## config.mk

```make
export PLATFORM = sky130hd
export DESIGN_NAME = swa_chain
export DESIGN_NICKNAME = d
export VERILOG_FILES = /design/src/hw/rtl/sample_window_autoscale_assert.svh /design/src/hw/rtl/swa_pkg.sv /design/src/hw/rtl/swa_cell.sv /design/src/hw/rtl/swa_chain.sv
export SDC_FILE = /design/constraint.sdc
export NUM_CORES = 2
export LEC_CHECK = 0
export ABC_AREA = 0
export ABC_CLOCK_PERIOD_IN_PS = 81700
export BUFFER_PORTS_ARGS = -buffer_cell sky130_fd_sc_hd__buf_2
export CORE_MARGIN = 4
export CORE_UTILIZATION = 70
export CTS_BUF_LIST = sky130_fd_sc_hd__clkbuf_2
export CTS_CLUSTER_SIZE = 25
export DETAILED_ROUTE_END_ITERATION = 10
export PLACE_DENSITY_LB_ADDON = 0.12
export SLEW_MARGIN = 20
export SYNTH_ARGS = -nofsm -noshare
export SYNTH_HDL_FRONTEND = slang
export SYNTH_SLANG_ARGS = --single-unit
export TNS_END_PERCENT = 50
```

## constraint.sdc

```tcl
create_clock -name clk -period 81.7 [get_ports clk]
set_clock_uncertainty 0.15 [all_clocks]
set_input_delay 8.17 -clock clk [delete_from_list [all_inputs] [get_ports clk]]
set_output_delay 8.17 -clock clk [all_outputs]
set_load 0.01 [all_outputs]
```

## src/hw/rtl/sample_window_autoscale_assert.svh

```systemverilog
// ---------------------------------------------------------------------------
// sample_window_autoscale assertion macros
// concurrent checks, compiled out for synthesis
// ---------------------------------------------------------------------------
`ifndef SAMPLE_WINDOW_AUTOSCALE_ASSERT_SVH
`define SAMPLE_WINDOW_AUTOSCALE_ASSERT_SVH

`ifndef SYNTHESIS

// same-cycle implication
`define SWA_ASSERT_IMP(lbl, clk, rst_n, ante, cons, msg) \
  lbl: assert property (@(posedge clk) disable iff (!rst_n) (ante) |-> (cons)) \
    else $error(msg);

// next-cycle implication
`define SWA_ASSERT_NXT(lbl, clk, rst_n, ante, cons, msg) \
  lbl: assert property (@(posedge clk) disable iff (!rst_n) (ante) |=> (cons)) \
    else $error(msg);

`else

`define SWA_ASSERT_IMP(lbl, clk, rst_n, ante, cons, msg)
`define SWA_ASSERT_NXT(lbl, clk, rst_n, ante, cons, msg)

`endif

`endif

```

## src/hw/rtl/swa_pkg.sv

```systemverilog
// ---------------------------------------------------------------------------
// swa_pkg
// shared widths, codes, control bundles and the axis ladder
// ---------------------------------------------------------------------------
`default_nettype none

package swa_pkg;

  localparam int unsigned DEPTH_DEF  = 64;

  localparam int unsigned CMD_W      = 2;
  localparam int unsigned SAMPLE_W   = 48;
  localparam int unsigned INDEX_W    = 6;
  localparam int unsigned WIN_W      = 47;
  localparam int unsigned AXIS_W     = 32;
  localparam int unsigned TOTAL_W    = 32;
  localparam int unsigned FILL_W     = 7;
  localparam int unsigned RUNG_W     = 4;
  localparam int unsigned RUNGS      = 10;

  // three-entry sum width and the step count of its divide by three
  localparam int unsigned SUM_W      = WIN_W + 2;
  localparam int unsigned DIV_STEPS  = 3;
  localparam int unsigned DIV_CNT_W  = $clog2(DIV_STEPS + 1);

  localparam int unsigned CFG_ADDR_W = 3;
  localparam int unsigned CFG_DATA_W = 32;

  // register index, taken from the word address
  localparam logic REG_PINNED = 1'b0;

  localparam logic [AXIS_W-1:0] PINNED_AXIS = 32'd100;

  typedef enum logic [CMD_W-1:0] {
    CMD_PUSH    = 2'd0,
    CMD_READ    = 2'd1,
    CMD_RESCALE = 2'd2
  } swa_cmd_t;

  typedef enum logic [2:0] {
    ST_IDLE,
    ST_SCAN,
    ST_DIV,
    ST_CMP,
    ST_SEL,
    ST_DONE
  } swa_state_t;

  typedef struct packed {
    logic shift_in;
    logic rotate;
  } swa_chain_ctl_t;

  typedef struct packed {
    logic load;
    logic run;
  } swa_div_ctl_t;

  function automatic logic [AXIS_W-1:0] ladder(input logic [RUNG_W-1:0] rung);
    logic [AXIS_W-1:0] val;
    case (rung)
      4'd0:    val = 32'd16000;
      4'd1:    val = 32'd64000;
      4'd2:    val = 32'd256000;
      4'd3:    val = 32'd1000000;
      4'd4:    val = 32'd4000000;
      4'd5:    val = 32'd16000000;
      4'd6:    val = 32'd64000000;
      4'd7:    val = 32'd256000000;
      4'd8:    val = 32'd1000000000;
      4'd9:    val = 32'd4000000000;
      default: val = 32'd16000;
    endcase
    return val;
  endfunction

endpackage

`default_nettype wire

```

## src/hw/rtl/swa_cell.sv

```systemverilog
// ---------------------------------------------------------------------------
// swa_cell
// one window entry: loads from the newer side on push, the older side on rotate
// ---------------------------------------------------------------------------
`default_nettype none

module swa_cell
  import swa_pkg::*;
(
  input  logic             clk,
  input  swa_chain_ctl_t   ctl,
  input  logic [WIN_W-1:0] from_prev,
  input  logic [WIN_W-1:0] from_next,
  output logic [WIN_W-1:0] q
);

  logic [WIN_W-1:0] val_r;
  logic [WIN_W-1:0] val_nxt;

  always_comb begin
    val_nxt = val_r;
    if (ctl.shift_in) begin
      val_nxt = from_prev;
    end else if (ctl.rotate) begin
      val_nxt = from_next;
    end
  end

  always_ff @(posedge clk) begin
    val_r <= val_nxt;
  end

  assign q = val_r;

endmodule

`default_nettype wire

```

## src/hw/rtl/swa_chain.sv

```systemverilog
// ---------------------------------------------------------------------------
// swa_chain
// row of window cells, newest at cell 0, closed into a ring for scans
// ---------------------------------------------------------------------------
`default_nettype none

module swa_chain
  import swa_pkg::*;
#(
  parameter int unsigned DEPTH = DEPTH_DEF
) (
  input  logic             clk,
  input  swa_chain_ctl_t   ctl,
  input  logic [WIN_W-1:0] push_data,
  output logic [WIN_W-1:0] tap0,
  output logic [WIN_W-1:0] tap1,
  output logic [WIN_W-1:0] tap2
);

  logic [WIN_W-1:0] cell_q [DEPTH];

  for (genvar k = 0; k < DEPTH; k++) begin : g_cell
    logic [WIN_W-1:0] from_prev;
    logic [WIN_W-1:0] from_next;

    if (k == 0) begin : g_head
      assign from_prev = push_data;
    end else begin : g_body
      assign from_prev = cell_q[k-1];
    end

    // last cell closes the ring back to the head
    assign from_next = cell_q[(k + 1) % DEPTH];

    swa_cell u_cell (
      .clk       (clk),
      .ctl       (ctl),
      .from_prev (from_prev),
      .from_next (from_next),
      .q         (cell_q[k])
    );
  end

  assign tap0 = cell_q[0];
  assign tap1 = cell_q[1];
  assign tap2 = cell_q[2];

endmodule

`default_nettype wire

```

* After elaboration in Yosys (flattened, before gate mapping)
Cells that the tools add are included.
** Operators by class
- Multiplexer cells :: 128
- Reductions and logical operators :: 1
** Operators by type and width (number)
- two-way mux 47 bit :: 128
- nonzero test 2 bit :: 1
** Storage, ports and cells
- Flip-flop bits (word level) :: 3008
- Input port bits :: 50
- Output and inout bits :: 141
- Logic and storage cells :: 193

* Logic depth before layout (Yosys ltp)
- Depth after elaboration :: 2
- Mapped depth :: 6
- Depth with buffers taken out :: 1

* Cells and area by module
A second synthesis with hierarchy kept.
** Second synthesis, totals
- Cell total of the unflattened synthesis :: 6400
- Area total of the unflattened synthesis :: 131966.6 µm²
** By module, submodules not included
- swa_cell :: instances 64, cells an instance 100, area an instance 2062.0 µm², seq. area each 1411.4 µm²

* Least setup slack after synthesis
OpenSTA, ideal clock, no wires.
- Path type :: input to register
- Start point :: input port ctl[1] (netlist bit)
- End point :: register g_cell[0].u_cell.val_r[0], enable pin
- Setup time :: 2.188 ns
- Arrival time :: 44.362 ns
- Required time :: 79.362 ns
- Slack :: 35.000 ns
- Cell stages on the path :: 5
- Path buffers :: 4
- Path through :: clkbuf_1 buf_2 buf_2 buf_2 or2_2
** On the way
- Longest elaborated chain between the ends :: 1
** RTL lines
- start: declaration :: RTL line swa_chain.sv:13 : input swa_chain_ctl_t ctl,
- nonzero test 2 bit (no line)
- end signal: assignment :: RTL line swa_cell.sv:30 : val_r <= val_nxt;
- end: declaration :: RTL line swa_cell.sv:17 : logic [WIN_W-1:0] val_r;
No other way between the ends.
A chain may end at the register's enable or synchronous reset.

* Worst setup path in the final report
- Start point :: input port ctl[1] (netlist bit)
- End point :: register g_cell[30].u_cell.val_r[24], data pin
** On the way
- Longest elaborated chain between the ends :: 1
** RTL lines
- two-way mux 47 bit :: RTL line swa_cell.sv:22 : if (ctl.shift_in) begin
- via g_cell[30].u_cell.val_nxt[24] :: RTL line swa_cell.sv:18 : logic [WIN_W-1:0] val_nxt;
- end signal: assignment :: RTL line swa_cell.sv:30
- end: declaration :: RTL line swa_cell.sv:17
The timed path passes the listed nets, and every way through them passes these cells.

==> results.txt <==
row cnt -> 155
Max Cap Viol -> 0
global-route wire length before repair -> 319100 µm
sequential cell area fraction in the yosys report -> 71.36%
Fin Hold WS -> 0.3473 ns
CTS tree -> done
pwr dens -> 26.08 mW/mm²
Initial Util -> 70.63%
largest cells by area after synthesis -> edfxtp_1 (71%), mux2_2 (23%), mux2_1 (3.3%)
Primary FF master, synth -> edfxtp_1
relative slew slack -> 21.27%
Synth area leader -> edfxtp_1
minimum clock period -> 13.45 ns
# setup viols final -> 0
Post-route DRC -> 0
share of cells above drive strength 1 -> 52.79%
max reg flops -> 3008
TritonCTS Buffers -> 728
Syn. warnings -> 0
Post-Layout Inst Area -> 0.1348 mm²
flops & latches, synth -> 3008
status -> finished, final reports clean
signal arrival time at the worst endpoint -> 14.79 ns
post-synth top area share -> 71.36%
total negative slack -> 0 ns
Syn Inst Count -> 6352
Leak -> 48.53 nW
post-CTS setup buffer count -> 0
count of pins over their slew limit -> 0
Register Area -> 0.09033 mm²
# H-tree levels -> 6
port buffer count -> 190
CTS Hold Bufs -> 0
R2R depth -> 1
Routability Congestion -> 0.7749
pre-CTS WS -> 66.01 ns
Netlist cell types -> 7
Synth async-reset ratio -> 0%
top post-synthesis cells by count -> edfxtp_1 (3008), mux2_2 (2633), mux2_1 (375)
WL per Instance -> 20.23 µm
syn_area_per_cell -> 19.93 µm²
worst vdd ir -> 0.01919 mV
Post-CTS Resized -> 0
Worst-path clk slew -> 0.11 ns
Post-Place Cell Area -> 0.1287 mm²
RSZ-0062 raised after global routing -> false
I/O pin total -> 191
pin count of the biggest net entering global routing -> 226
Die Ht -> 433.2 µm
Setup crit start kind -> input port
top-count cell post-synth -> edfxtp_1
required time of the critical path -> 83.03 ns
Max Buffers Root-to-Sink -> 4
final hold violations -> 0
die area -> 0.1877 mm²
Final Cycle Share -> 16.47%
Via density -> 5.833
initial antenna violation count -> 15
Clock Latency Late Sink -> 1.81 ns
syn_nets -> 6402
FILL cells -> 10524
crit end category -> flip-flop
number of flops mapped to enable cells by yosys -> 3008
hold path depth -> 1
nets -> 7056
total number of vias -> 57499
Tot GR Track Use -> 21.14%
vias in the first global route -> 60370
CTS root buf -> clkbuf_2
crit-path max FO -> 184
Final WS setup -> 68.25 ns
clock sinks -> 3008
DRT iter0 DRCs -> 4676
detailed placer's ending HPWL -> 120000 µm
Worst-Margin Slew -> 1.181 ns
Max Clk Rate -> 74.33 MHz
die width -> 433.2 µm
GRT Residual Overflow -> 0
Multi-input gate area -> 0.03388 mm²
core area -> 0.1792 mm²
Final ANT Viol Nets -> 0
P&R area growth vs syn -> 6.491%
Crit Path Class -> in2reg
Worst Hold Class -> reg2reg
Detailed Route WL -> 199500 µm
Netlist Area Pre-Place -> 0.1266 mm²
TritonRoute pass-1 iters -> 5
## kinds of logic after synthesis
family                 count (synthesis)  synth area share (%)
muxes                               3008                 26.76
and+or+nand+nor                        1              0.004946
DFF                                 3008                 71.36
buffers and inverters                335                 1.872
## critical path, stage by stage
cell and delay [ns]:
buf_12 0.48, buf_12 0.73, buf_4 0.91, buf_4 0.68, buf_4 0.65, buf_4 0.76
buf_6 0.71, buf_6 0.71, mux2_2 0.40
## layout by cell type, fill, tap and decap left out
| master | netlist | routed |
|---|---|---|
| edfxtp_1 | 3008 | 3008 |
| mux2_2 | 2633 | 2633 |
| clkbuf_2 | 0 | 1031 |
| mux2_1 | 375 | 375 |
| buf_2 | 223 | 189 |
| clkinv_1 | 0 | 147 |
| buf_4 | 0 | 54 |
| diode_2 | 0 | 26 |
| inv_2 | 0 | 10 |
| buf_12 | 0 | 8 |
| clkinv_2 | 0 | 7 |
| buf_6 | 111 | 5 |
| bufinv_16 | 0 | 4 |
| buf_16 | 0 | 3 |
| or2_4 | 0 | 1 |
| inv_6 | 0 | 1 |
| clkinvlp_4 | 0 | 1 |
## area by class of cell
type                       count  share of cell area, %
antenna                       26                0.04827
clock buffer                1031                  3.828
clock inverter               170                 0.5644
multi-input combinational   3009                  25.14
sequential                  3008                  67.01
tap                         2355                  2.186
timing repair buffer         259                  1.224
## per-layer routing
metal	share of wire (%)	global-route usage (%)	vias to the layer above
li1	-	-	27065
met1	42	27.82	28830
met2	50	34.08	1197
met3	4.5	4.730	403
met4	3.6	9.779	4
met5	0.0090	0	-
## metrics by stage
step                cells  power (mW)  util [%]
global route         9845       3.712     75.20
CTS                  9829       3.568     75.13
global placement     8628       2.604     71.82
finish               9858       3.515     75.22
detailed placement   8628       2.644     71.82
floorplan            6352       2.601         -
## where the power goes
| part | total (mW) | internal (mW) | switching, mW |
|---|---|---|---|
| sequential | 2.23 | 2.07 | 0.165 |
| combinational | 0.375 | 0.235 | 0.140 |
| clock | 0.910 | 0.346 | 0.564 |
| total | 3.51 | 2.65 | 0.869 |
## final timing paths
check / start / to / slack [ns]
setup / recovery: ctl[1] / g_cell[30].u_cell.q[24]$_DFFE_PP_ / 68.25
hold / removal: g_cell[6].u_cell.q[15]$_DFFE_PP_ / g_cell[7].u_cell.q[15]$_DFFE_PP_ / 0.35
setup reg to reg: g_cell[0].u_cell.q[36]$_DFFE_PP_ / g_cell[63].u_cell.q[36]$_DFFE_PP_ / 80.07
hold reg to reg: g_cell[6].u_cell.q[15]$_DFFE_PP_ / g_cell[7].u_cell.q[15]$_DFFE_PP_ / 0.35
(Power assumes the default switching activity.)
